`src/rtl/arxpm_pkg.sv`:
```
package arxpm_pkg;

    localparam int DATA_W      = 16;
    localparam int COEF_W      = 16;
    localparam int COEF_LANES  = 3;
    localparam int PACK_W      = COEF_W * COEF_LANES;
    localparam int DELAY_W     = 5;
    localparam int PROD_W      = DATA_W + COEF_W;
    localparam int FRAC_SHIFT  = 13;
    localparam int CFG_DATA_W  = 64;
    localparam int CFG_ADDR_W  = 6;
    localparam int CFG_IDX_LSB = 3;

    localparam int DEF_A_TAPS        = 3;
    localparam int DEF_B_TAPS        = 3;
    localparam int DEF_HISTORY_DEPTH = 32;

    localparam logic [PACK_W-1:0]         RST_A_COEF   = 48'h0000_0000_F333;
    localparam logic [PACK_W-1:0]         RST_B_COEF   = 48'h0000_0000_1333;
    localparam logic [DELAY_W-1:0]        RST_DELAY    = 5'd1;
    localparam logic signed [DATA_W-1:0]  RST_LOW_LIM  = -16'sd10240;
    localparam logic signed [DATA_W-1:0]  RST_HIGH_LIM = 16'sd10240;

    typedef enum logic [2:0] {
        REG_A_COEF   = 3'd0,
        REG_B_COEF   = 3'd1,
        REG_DELAY    = 3'd2,
        REG_IN_LOW   = 3'd3,
        REG_IN_HIGH  = 3'd4,
        REG_OUT_LOW  = 3'd5,
        REG_OUT_HIGH = 3'd6,
        REG_LIM_EN   = 3'd7
    } cfg_reg_t;

    typedef enum logic [2:0] {
        ST_IDLE,
        ST_ISSUE_B,
        ST_ISSUE_A,
        ST_DRAIN,
        ST_DRAIN2,
        ST_ROUND,
        ST_DONE
    } state_t;

    typedef struct packed {
        logic load_sample;
        logic clear_hist;
        logic issue_b;
        logic issue_a;
        logic round;
        logic finish;
        logic push_hist;
    } dp_cmd_t;

    // Pick one signed lane of a packed coefficient word; lanes past the third are zero.
    function automatic logic signed [COEF_W-1:0] coef_lane(input logic [PACK_W-1:0] coefs,
                                                          input int unsigned idx);
        logic signed [COEF_W-1:0] lane_val;
        lane_val = '0;
        if (idx < COEF_LANES) begin
            lane_val = coefs[idx*COEF_W +: COEF_W];
        end
        return lane_val;
    endfunction

    // Raise to low, then lower to high: high wins when the limits cross.
    function automatic logic signed [DATA_W-1:0] clamp16(input logic signed [DATA_W-1:0] v,
                                                        input logic signed [DATA_W-1:0] lo,
                                                        input logic signed [DATA_W-1:0] hi);
        logic signed [DATA_W-1:0] r;
        r = v;
        if (r < lo) begin
            r = lo;
        end
        if (r > hi) begin
            r = hi;
        end
        return r;
    endfunction

endpackage

```
`src/rtl/arxpm_ctrl.sv`:
```
module arxpm_ctrl
    import arxpm_pkg::*;
#(
    parameter int A_TAPS = DEF_A_TAPS,
    parameter int B_TAPS = DEF_B_TAPS,
    parameter int CNT_W  = 4
) (
    input  logic             aclk,
    input  logic             aresetn,
    input  logic             s_valid,
    input  logic             s_mode,
    output logic             s_ready,
    input  logic             out_free,
    output dp_cmd_t          cmd,
    output logic [CNT_W-1:0] tap_cnt
);

    state_t           state_reg, state_next;
    logic [CNT_W-1:0] cnt_reg, cnt_next;
    logic             clear_item_reg, clear_item_next;
    logic             b_last, a_last;

    assign b_last  = (cnt_reg == CNT_W'(B_TAPS - 1));
    assign a_last  = (cnt_reg == CNT_W'(A_TAPS - 1));
    assign tap_cnt = cnt_reg;

    always_ff @(posedge aclk) begin
        if (!aresetn) begin
            state_reg      <= ST_IDLE;
            cnt_reg        <= '0;
            clear_item_reg <= 1'b0;
        end else begin
            state_reg      <= state_next;
            cnt_reg        <= cnt_next;
            clear_item_reg <= clear_item_next;
        end
    end

    always_comb begin
        state_next = state_reg;
        unique case (state_reg)
            ST_IDLE: begin
                if (s_valid) begin
                    state_next = s_mode ? ST_DONE : ST_ISSUE_B;
                end
            end
            ST_ISSUE_B: begin
                if (b_last) begin
                    state_next = ST_ISSUE_A;
                end
            end
            ST_ISSUE_A: begin
                if (a_last) begin
                    state_next = ST_DRAIN;
                end
            end
            ST_DRAIN:  state_next = ST_DRAIN2;
            ST_DRAIN2: state_next = ST_ROUND;
            ST_ROUND:  state_next = ST_DONE;
            ST_DONE: begin
                if (out_free) begin
                    state_next = ST_IDLE;
                end
            end
            default:   state_next = ST_IDLE;
        endcase
    end

    always_comb begin
        cnt_next        = cnt_reg;
        clear_item_next = clear_item_reg;
        unique case (state_reg)
            ST_IDLE: begin
                cnt_next = '0;
                if (s_valid) begin
                    clear_item_next = s_mode;
                end
            end
            ST_ISSUE_B: cnt_next = b_last ? '0 : cnt_reg + 1'b1;
            ST_ISSUE_A: cnt_next = a_last ? '0 : cnt_reg + 1'b1;
            default:    cnt_next = '0;
        endcase
    end

    always_comb begin
        s_ready = 1'b0;
        cmd     = '0;
        unique case (state_reg)
            ST_IDLE: begin
                s_ready         = 1'b1;
                cmd.load_sample = s_valid && !s_mode;
                cmd.clear_hist  = s_valid && s_mode;
            end
            ST_ISSUE_B: cmd.issue_b = 1'b1;
            ST_ISSUE_A: cmd.issue_a = 1'b1;
            ST_ROUND:   cmd.round   = 1'b1;
            ST_DONE: begin
                cmd.finish    = out_free;
                cmd.push_hist = out_free && !clear_item_reg;
            end
            default: begin
                s_ready = 1'b0;
            end
        endcase
    end

    assert property (@(posedge aclk) disable iff (!aresetn)
        (state_reg == ST_IDLE && s_valid && !s_mode) |=> (state_reg == ST_ISSUE_B))
        else $error("simulate transaction did not start the B taps");

    assert property (@(posedge aclk) disable iff (!aresetn)
        (state_reg == ST_IDLE && s_valid && s_mode) |=> (state_reg == ST_DONE && clear_item_reg))
        else $error("clear transaction did not go straight to completion");

    assert property (@(posedge aclk) disable iff (!aresetn)
        (state_reg == ST_ISSUE_A) |-> (cnt_reg <= CNT_W'(A_TAPS - 1)))
        else $error("A tap counter overran");

endmodule

```
`src/rtl/arxpm_dp.sv`:
```
module arxpm_dp
    import arxpm_pkg::*;
#(
    parameter int A_TAPS        = DEF_A_TAPS,
    parameter int B_TAPS        = DEF_B_TAPS,
    parameter int HISTORY_DEPTH = DEF_HISTORY_DEPTH,
    parameter int CNT_W         = 4
) (
    input  logic                     aclk,
    input  logic                     aresetn,
    input  dp_cmd_t                  cmd,
    input  logic [CNT_W-1:0]         tap_cnt,
    input  logic signed [DATA_W-1:0] s_control_input,
    input  logic [PACK_W-1:0]        a_coefs,
    input  logic [PACK_W-1:0]        b_coefs,
    input  logic [DELAY_W-1:0]       delay,
    input  logic signed [DATA_W-1:0] in_low,
    input  logic signed [DATA_W-1:0] in_high,
    input  logic signed [DATA_W-1:0] out_low,
    input  logic signed [DATA_W-1:0] out_high,
    input  logic                     lim_en,
    output logic                     out_free,
    output logic                     m_valid,
    input  logic                     m_ready,
    output logic signed [DATA_W-1:0] m_model_output
);

    localparam int PTR_W    = $clog2(HISTORY_DEPTH);
    localparam int DMAX_RAW = HISTORY_DEPTH - B_TAPS - 1;
    localparam int DMAX     = (DMAX_RAW < 1) ? 1 : DMAX_RAW;
    localparam int ACC_W    = PROD_W + $clog2(A_TAPS + B_TAPS) + 1;
    localparam int RND_W    = ACC_W + 1 - FRAC_SHIFT;

    // input history store, one write and one registered read a cycle
    logic [DATA_W-1:0]        mem [HISTORY_DEPTH];
    logic [DATA_W-1:0]        mem_rd_reg;
    logic [HISTORY_DEPTH-1:0] hit_bits_reg;

    logic [PTR_W-1:0] wr_ptr_reg, rd_ptr_reg;
    logic [PTR_W-1:0] d_eff, rd_start, rd_dec, wr_inc;

    logic signed [DATA_W-1:0] out_hist_reg [A_TAPS];

    logic signed [COEF_W-1:0] coef_s1_reg;
    logic signed [DATA_W-1:0] hist_s1_reg;
    logic                     mem_src_s1_reg, hit_s1_reg, sub_s1_reg, vld_s1_reg;
    logic signed [PROD_W-1:0] prod_reg;
    logic                     sub_s2_reg, vld_s2_reg;
    logic signed [ACC_W-1:0]  acc_reg;
    logic signed [DATA_W-1:0] y_reg;
    logic                     m_valid_reg;
    logic signed [DATA_W-1:0] m_out_reg;

    logic signed [DATA_W-1:0] u_clamped;
    logic signed [DATA_W-1:0] hist_sel, sample_s1;
    logic signed [COEF_W-1:0] coef_sel;
    logic signed [ACC_W:0]    acc_biased;
    logic signed [RND_W-1:0]  rounded, limited;
    logic signed [DATA_W-1:0] y_sat;

    assign out_free       = !m_valid_reg || m_ready;
    assign m_valid        = m_valid_reg;
    assign m_model_output = m_out_reg;

    assign u_clamped = lim_en ? clamp16(s_control_input, in_low, in_high) : s_control_input;

    always_comb begin
        if (delay == '0) begin
            d_eff = PTR_W'(1);
        end else if (int'(delay) > DMAX) begin
            d_eff = PTR_W'(DMAX);
        end else begin
            d_eff = PTR_W'(delay);
        end
    end

    assign rd_start = (wr_ptr_reg >= d_eff) ? wr_ptr_reg - d_eff
                                            : wr_ptr_reg + PTR_W'(HISTORY_DEPTH) - d_eff;
    assign rd_dec   = (rd_ptr_reg == '0) ? PTR_W'(HISTORY_DEPTH - 1) : rd_ptr_reg - 1'b1;
    assign wr_inc   = (wr_ptr_reg == PTR_W'(HISTORY_DEPTH - 1)) ? '0 : wr_ptr_reg + 1'b1;

    always_comb begin
        hist_sel = '0;
        for (int i = 0; i < A_TAPS; i++) begin
            if (tap_cnt == CNT_W'(i)) begin
                hist_sel = out_hist_reg[i];
            end
        end
    end

    assign coef_sel = cmd.issue_b ? coef_lane(b_coefs, int'(tap_cnt))
                                  : coef_lane(a_coefs, int'(tap_cnt));

    always_ff @(posedge aclk) begin
        if (cmd.load_sample) begin
            mem[wr_ptr_reg] <= u_clamped;
        end
        mem_rd_reg <= mem[rd_ptr_reg];
    end

    always_ff @(posedge aclk) begin
        if (!aresetn) begin
            hit_bits_reg <= '0;
            wr_ptr_reg   <= '0;
        end else if (cmd.clear_hist) begin
            hit_bits_reg <= '0;
            wr_ptr_reg   <= '0;
        end else if (cmd.load_sample) begin
            hit_bits_reg[wr_ptr_reg] <= 1'b1;
            wr_ptr_reg               <= wr_inc;
        end
    end

    always_ff @(posedge aclk) begin
        if (cmd.load_sample) begin
            rd_ptr_reg <= rd_start;
        end else if (cmd.issue_b) begin
            rd_ptr_reg <= rd_dec;
        end
    end

    always_ff @(posedge aclk) begin
        if (!aresetn || cmd.clear_hist) begin
            for (int i = 0; i < A_TAPS; i++) begin
                out_hist_reg[i] <= '0;
            end
        end else if (cmd.push_hist) begin
            out_hist_reg[0] <= y_reg;
            for (int i = 1; i < A_TAPS; i++) begin
                out_hist_reg[i] <= out_hist_reg[i-1];
            end
        end
    end

    // operand stage, multiply stage, accumulate stage
    always_ff @(posedge aclk) begin
        coef_s1_reg    <= coef_sel;
        hist_s1_reg    <= hist_sel;
        mem_src_s1_reg <= cmd.issue_b;
        hit_s1_reg     <= hit_bits_reg[rd_ptr_reg];
        sub_s1_reg     <= cmd.issue_a;
        prod_reg       <= coef_s1_reg * sample_s1;
        sub_s2_reg     <= sub_s1_reg;
    end

    always_ff @(posedge aclk) begin
        if (!aresetn) begin
            vld_s1_reg <= 1'b0;
            vld_s2_reg <= 1'b0;
        end else begin
            vld_s1_reg <= cmd.issue_b || cmd.issue_a;
            vld_s2_reg <= vld_s1_reg;
        end
    end

    assign sample_s1 = mem_src_s1_reg ? (hit_s1_reg ? $signed(mem_rd_reg) : '0) : hist_s1_reg;

    always_ff @(posedge aclk) begin
        if (cmd.load_sample) begin
            acc_reg <= '0;
        end else if (vld_s2_reg) begin
            if (sub_s2_reg) begin
                acc_reg <= acc_reg - ACC_W'(prod_reg);
            end else begin
                acc_reg <= acc_reg + ACC_W'(prod_reg);
            end
        end
    end

    // round half up to Q5.10, clamp, saturate
    assign acc_biased = (ACC_W + 1)'(acc_reg) + (ACC_W + 1)'(1 << (FRAC_SHIFT - 1));
    assign rounded    = RND_W'(acc_biased >>> FRAC_SHIFT);

    always_comb begin
        limited = rounded;
        if (lim_en) begin
            if (limited < RND_W'(out_low)) begin
                limited = RND_W'(out_low);
            end
            if (limited > RND_W'(out_high)) begin
                limited = RND_W'(out_high);
            end
        end
        if (limited < RND_W'(-(1 <<< (DATA_W - 1)))) begin
            y_sat = {1'b1, {(DATA_W - 1){1'b0}}};
        end else if (limited > RND_W'((1 <<< (DATA_W - 1)) - 1)) begin
            y_sat = {1'b0, {(DATA_W - 1){1'b1}}};
        end else begin
            y_sat = DATA_W'(limited);
        end
    end

    always_ff @(posedge aclk) begin
        if (cmd.clear_hist) begin
            y_reg <= '0;
        end else if (cmd.round) begin
            y_reg <= y_sat;
        end
    end

    always_ff @(posedge aclk) begin
        if (!aresetn) begin
            m_valid_reg <= 1'b0;
        end else if (cmd.finish) begin
            m_valid_reg <= 1'b1;
        end else if (m_ready) begin
            m_valid_reg <= 1'b0;
        end
    end

    always_ff @(posedge aclk) begin
        if (cmd.finish) begin
            m_out_reg <= y_reg;
        end
    end

    assert property (@(posedge aclk) disable iff (!aresetn)
        cmd.round |-> (!vld_s1_reg && !vld_s2_reg))
        else $error("rounding started before the MAC pipeline drained");

    assert property (@(posedge aclk) disable iff (!aresetn)
        $rose(m_valid_reg) |-> $past(cmd.finish))
        else $error("result appeared without a finish command");

endmodule

```
`src/rtl/arx_plant_model_step.sv`:
```
// ARX plant model with transport delay. Each simulate transaction takes a Q5.10
// control sample, clamps it to the input limits when limiting is on, stores it in
// the input history and returns y = sum B[i]*u(k-d-i) - sum A[i]*y(k-1-i),
// rounded half up to Q5.10 and then clamped to the output limits (limiting on)
// or saturated to 16 bits (limiting off). A clear transaction empties both
// histories at once and returns 0. In a simulate transaction one multiplier is
// shared by all taps, one tap per cycle, behind a three-deep pipeline of read,
// multiply and accumulate, followed by a rounding step. A clear transaction goes
// straight from idle to completion. A new transaction is accepted as soon as the
// controller is back in idle, even while the previous result still waits in the
// output register. No clearing pass follows reset. Configuration is an APB port
// with 64-bit data; register i sits at byte address 8*i.
// Write configuration only while the block is idle.
module arx_plant_model_step
    import arxpm_pkg::*;
#(
    parameter int A_TAPS        = DEF_A_TAPS,
    parameter int B_TAPS        = DEF_B_TAPS,
    parameter int HISTORY_DEPTH = DEF_HISTORY_DEPTH
) (
    input  logic                     aclk,
    input  logic                     aresetn,
    // config port
    input  logic                     psel,
    input  logic                     penable,
    input  logic                     pwrite,
    input  logic [CFG_ADDR_W-1:0]    paddr,
    input  logic [CFG_DATA_W-1:0]    pwdata,
    output logic [CFG_DATA_W-1:0]    prdata,
    output logic                     pready,
    // sample channel
    input  logic                     s_valid,
    output logic                     s_ready,
    input  logic                     s_mode,
    input  logic signed [DATA_W-1:0] s_control_input,
    // result channel
    output logic                     m_valid,
    input  logic                     m_ready,
    output logic signed [DATA_W-1:0] m_model_output
);

    localparam int MAX_TAPS = (A_TAPS > B_TAPS) ? A_TAPS : B_TAPS;
    localparam int CNT_W    = $clog2(MAX_TAPS + 1);

    logic [PACK_W-1:0]        a_coef_reg, b_coef_reg;
    logic [DELAY_W-1:0]       delay_reg;
    logic signed [DATA_W-1:0] in_low_reg, in_high_reg, out_low_reg, out_high_reg;
    logic                     lim_en_reg;

    cfg_reg_t         reg_sel;
    logic             cfg_wr;
    dp_cmd_t          cmd;
    logic [CNT_W-1:0] tap_cnt;
    logic             out_free;

    assign pready  = 1'b1;
    assign reg_sel = cfg_reg_t'(paddr[CFG_ADDR_W-1:CFG_IDX_LSB]);
    assign cfg_wr  = psel && penable && pwrite && pready;

    // Register write: take the low bits of the data, ignore the rest.
    always_ff @(posedge aclk) begin
        if (!aresetn) begin
            a_coef_reg   <= RST_A_COEF;
            b_coef_reg   <= RST_B_COEF;
            delay_reg    <= RST_DELAY;
            in_low_reg   <= RST_LOW_LIM;
            in_high_reg  <= RST_HIGH_LIM;
            out_low_reg  <= RST_LOW_LIM;
            out_high_reg <= RST_HIGH_LIM;
            lim_en_reg   <= 1'b1;
        end else if (cfg_wr) begin
            unique case (reg_sel)
                REG_A_COEF:   a_coef_reg   <= pwdata[PACK_W-1:0];
                REG_B_COEF:   b_coef_reg   <= pwdata[PACK_W-1:0];
                REG_DELAY:    delay_reg    <= pwdata[DELAY_W-1:0];
                REG_IN_LOW:   in_low_reg   <= pwdata[DATA_W-1:0];
                REG_IN_HIGH:  in_high_reg  <= pwdata[DATA_W-1:0];
                REG_OUT_LOW:  out_low_reg  <= pwdata[DATA_W-1:0];
                REG_OUT_HIGH: out_high_reg <= pwdata[DATA_W-1:0];
                REG_LIM_EN:   lim_en_reg   <= pwdata[0];
                default:      lim_en_reg   <= lim_en_reg;
            endcase
        end
    end

    // Read back: zero-extend each register to the bus width.
    always_comb begin
        unique case (reg_sel)
            REG_A_COEF:   prdata = CFG_DATA_W'(a_coef_reg);
            REG_B_COEF:   prdata = CFG_DATA_W'(b_coef_reg);
            REG_DELAY:    prdata = CFG_DATA_W'(delay_reg);
            REG_IN_LOW:   prdata = CFG_DATA_W'($unsigned(in_low_reg));
            REG_IN_HIGH:  prdata = CFG_DATA_W'($unsigned(in_high_reg));
            REG_OUT_LOW:  prdata = CFG_DATA_W'($unsigned(out_low_reg));
            REG_OUT_HIGH: prdata = CFG_DATA_W'($unsigned(out_high_reg));
            REG_LIM_EN:   prdata = CFG_DATA_W'(lim_en_reg);
            default:      prdata = '0;
        endcase
    end

    // Sequence the taps through the shared MAC.
    arxpm_ctrl #(
        .A_TAPS (A_TAPS),
        .B_TAPS (B_TAPS),
        .CNT_W  (CNT_W)
    ) u_ctrl (
        .aclk     (aclk),
        .aresetn  (aresetn),
        .s_valid  (s_valid),
        .s_mode   (s_mode),
        .s_ready  (s_ready),
        .out_free (out_free),
        .cmd      (cmd),
        .tap_cnt  (tap_cnt)
    );

    // Histories, MAC pipeline, rounding and the output register.
    arxpm_dp #(
        .A_TAPS        (A_TAPS),
        .B_TAPS        (B_TAPS),
        .HISTORY_DEPTH (HISTORY_DEPTH),
        .CNT_W         (CNT_W)
    ) u_dp (
        .aclk            (aclk),
        .aresetn         (aresetn),
        .cmd             (cmd),
        .tap_cnt         (tap_cnt),
        .s_control_input (s_control_input),
        .a_coefs         (a_coef_reg),
        .b_coefs         (b_coef_reg),
        .delay           (delay_reg),
        .in_low          (in_low_reg),
        .in_high         (in_high_reg),
        .out_low         (out_low_reg),
        .out_high        (out_high_reg),
        .lim_en          (lim_en_reg),
        .out_free        (out_free),
        .m_valid         (m_valid),
        .m_ready         (m_ready),
        .m_model_output  (m_model_output)
    );

endmodule

```
`config.mk`:
```
export PLATFORM = sky130hd
export DESIGN_NAME = arx_plant_model_step
export DESIGN_NICKNAME = d
export VERILOG_FILES = /design/src/rtl/arxpm_pkg.sv /design/src/rtl/arxpm_ctrl.sv /design/src/rtl/arxpm_dp.sv /design/src/rtl/arx_plant_model_step.sv
export SDC_FILE = /design/constraint.sdc
export NUM_CORES = 2
export LEC_CHECK = 0
export BUFFER_PORTS_ARGS = -buffer_cell sky130_fd_sc_hd__buf_2
export CORE_ASPECT_RATIO = 0.8
export CORE_MARGIN = 4
export CORE_UTILIZATION = 55
export CTS_CLUSTER_SIZE = 25
export DETAILED_ROUTE_END_ITERATION = 6
export GPL_TIMING_DRIVEN = 0
export HOLD_SLACK_MARGIN = 0.06
export PLACE_DENSITY_LB_ADDON = 0.2
export SETUP_SLACK_MARGIN = 0.02
export SYNTH_ARGS = -nofsm -noshare
export SYNTH_HDL_FRONTEND = slang
export SYNTH_HIERARCHICAL = 1
export SYNTH_SLANG_ARGS = --single-unit
```
`constraint.sdc`:
```
create_clock -name aclk -period 7.95 [get_ports aclk]
set_clock_uncertainty 0.2 [all_clocks]
set_input_delay 0.3975 -clock aclk [delete_from_list [all_inputs] [get_ports aclk]]
set_output_delay 0.3975 -clock aclk [all_outputs]
set_load 0.01 [all_outputs]
```
==> results.sh <==
export IMPL_drv_cap=0
export IMPL_synthAdderAreaFrac=0.1511
export IMPL_clkLatencyLatePin_ns=0.69
export IMPL_synth_xor_area_frac=0.02079
export IMPL_min_to="in_high_reg[4]"
export IMPL_area_growth_pct=12.81
export IMPL_firstDrtPassIters=7
export IMPL_vias=36839
export IMPL_ys_seq_elements=929
export IMPL_synthMuxAreaShare=0.1039
export IMPL_finalNetCount=5408
export IMPL_synth_compound_area_frac=0.09057
export IMPL_violations="design-rule violations"
export IMPL_cp_arrival_ns=7.94
export IMPL_crit_path_start_kind="flip-flop"
export IMPL_post_dp_hpwl_um=110900
export IMPL_worst_pin_slew_ns=1.387
export IMPL_largest_register_ffs=512
export IMPL_die_w_um=352.6
export IMPL_synth_edff_count=581
export IMPL_min_path_cells=5
export IMPL_ios=177
export IMPL_path_clk_slew_ns=0.07
export IMPL_worstSetupPathType="flip-flop to flip-flop"
export IMPL_syn_avg_cell_area_um2=11.60
export IMPL_setup_viol=0
export IMPL_track_usage=0.2933
export IMPL_hold_path_class="input port to flip-flop"
export IMPL_start_util=0.5583
export IMPL_rows=100
export IMPL_yosys_area_top_type="edfxtp_1"
export IMPL_hp_start="penable"
export IMPL_synth_simple_gate_area_frac=0.1156
export IMPL_rr_endpoint="u_dp/prod_reg[30]"
export IMPL_via_per_inst=5.997
export IMPL_yosysWarnings=6
export IMPL_utilization=0.6298
export IMPL_grt_max_degree=35
export IMPL_clockRootBuffer="clkbuf_16"
export IMPL_ff2ff_setup_slack_ns=0.34
export IMPL_cp_max_fo=10
export IMPL_largest_register="u_dp/mem"
export IMPL_stdcell_area_mm2=0.05894
export IMPL_synthCells=4505
export IMPL_synth_top_family_by_area="adder cells"
export IMPL_reg2reg_depth=28
export IMPL_cts_buffer_depth=3
export IMPL_wirelength_um=148400
export IMPL_crit_top_cell="fa_1"
export IMPL_port_buffers=139
export IMPL_status="complete, but fails checks"
export IMPL_wire_per_inst_um=24.16
export IMPL_synth_ff_type="edfxtp_1"
export IMPL_h_tree_depth=3
export IMPL_slew_viol_final=0
export IMPL_reg2reg_from="u_dp/mem_src_s1_reg"
export IMPL_finalCritPeriodShare=0.9567
export IMPL_required_ns=8.28
export IMPL_antenna_left=0
export IMPL_min_period_ns=7.605
export IMPL_core_area_mm2=0.09359
export IMPL_first_iter_violations=4164
export IMPL_drc_errors=7
export IMPL_relSlewSlack=0.07549
export IMPL_layout_drive_gt1_share=0.1517
export IMPL_max_freq_ghz=0.1315
export IMPL_grt_pass1_wl_um=222800
export IMPL_crit_path_end_kind="flip-flop"
export IMPL_cts_buffers=93
export IMPL_ys_types=92
export IMPL_grt_antenna_before_repair=8
export IMPL_overflow=0
export IMPL_dieArea_mm2=0.1000
export IMPL_cts_tree="yes"
export IMPL_tns_ns=0
export IMPL_synth_area_leaders="edfxtp_1 33%, dfxtp_1 13%, fa_1 10%, mux4_2 7.3%, ha_1 5.0%"
export IMPL_async_flop_share=0
export IMPL_dieHeight_um=283.7
export IMPL_yosysSeqAreaShare=0.4673
export IMPL_cts_sinks=929
export IMPL_rsz0062_at_grt="true"
export IMPL_synth_top_area_frac=0.3339
export IMPL_hold_viol=0
export IMPL_cpPeakStageDelay_ns=0.55
export IMPL_place_gp_congestion=0.9789
export IMPL_postPlaceCellArea_mm2=0.05518
export IMPL_syn_area_mm2=0.05225
export IMPL_first_global_vias=35811
export IMPL_cpMaxStageDelayCell="fa_1"
## layer usage
metal,global-route usage,vias up,share of wire
met5,0,-,0.00018
met4,0.08796,4,0.032
met2,0.4382,1831,0.44
met1,0.4348,18307,0.42
met3,0.06156,290,0.11
li1,-,16407,-
## cell type report
type	instances	area (um^2)
Fill cell	7258	34650
Antenna cell	1	2.502
Clock buffer	112	2501
Inverter	411	1546
Multi-Input combinational cell	2932	25410
Timing Repair Buffer	228	1768
Sequential cell	929	24410
Tap cell	1224	1531
Clock inverter	59	630.6
Buffer	247	1135
## worst max-delay path by stage
stage / start / endpoint / slack (ns) / depth (start not counted)
after detailed placement: u_dp/mem_src_s1_reg / u_dp/prod_reg[31] / -0.61 / 28
after global routing: u_dp/mem_src_s1_reg / u_dp/prod_reg[30] / 0.01 / 28
after floorplan: u_dp/mem_src_s1_reg / u_dp/prod_reg[31] / 0.72 / 28
after CTS: u_dp/mem_src_s1_reg / u_dp/prod_reg[31] / 0.13 / 28
after global placement: u_dp/mem_src_s1_reg / u_dp/prod_reg[31] / -0.57 / 28
final: u_dp/mem_src_s1_reg / u_dp/prod_reg[30] / 0.34 / 28
## through the flow
step	hold WS, ns	setup WS, ns	std cells
after global placement	0.1138	-0.5729	5883
after global routing	0.1143	0.01451	6142
after floorplan	0.1096	0.7156	4520
after CTS	0.06526	0.1345	6143
final	0.1157	0.3446	6143
after detailed placement	0.1135	-0.6133	5919
## cell usage in the layout (no fill, tap or decap), types with 66 or more instances in the layout
cell type / Yosys / final
and3_1: 66 / 66
edfxtp_1: 581 / 581
mux4_2: 170 / 170
xnor2_1: 94 / 94
nor2_1: 273 / 246
nand2_1: 572 / 572
mux2i_1: 91 / 91
dfxtp_1: 348 / 347
clkbuf_16: 0 / 95
a21boi_0: 129 / 129
buf_2: 41 / 181
ha_1: 207 / 207
nor2b_1: 94 / 94
o21ai_0: 92 / 89
a21oi_1: 175 / 171
inv_1: 411 / 410
clkbuf_1: 154 / 151
fa_1: 265 / 263
## timing repair
| action | in CTS | in global routing |
|---|---|---|
| cloned | 0 | 0 |
| resized for setup | 19 | 38 |
| buffers inserted | 1 | 0 |
| hold buffers | 52 | 0 |
| endpoints found under the hold margin | 174 | 0 |
| pin swaps | 0 | 0 |
| endpoints found under the setup margin | 10 | 5 |
## critical path: cells and delay by family (launching register included)
kind / cells / cell delay [ns]
fa+ha+maj: 7 / 3.29
simple gates: 7 / 1.32
compound gates: 6 / 1.21
buf+inv: 7 / 0.87
flops: 1 / 0.43
xor+xnor: 1 / 0.14
## synthesized netlist by cell type (all sizes together) (66+ instances only)
cell,count
mux4,170
buf,93
and2,67
inv,411
o21ai,101
mux2i,91
xnor2,94
fa,265
and3,66
ha,207
a21boi,136
dfxtp,348
edfxtp,581
a21oi,177
nor2b,94
clkbuf,155
nor2,277
nand2,574
## cells by family (layout without fill, tap and decap cells)
family,Yosys count,count (layout)
buf+inv,659,1057
flops,929,929
simple gates,1306,1306
compound gates,693,693
xor+xnor,124,124
fa+ha+maj,472,472
mux,320,320
other cells,2,18
Power is not shown: default switching activity piles up to over one toggle a cycle in this logic, so the estimate is an artifact.
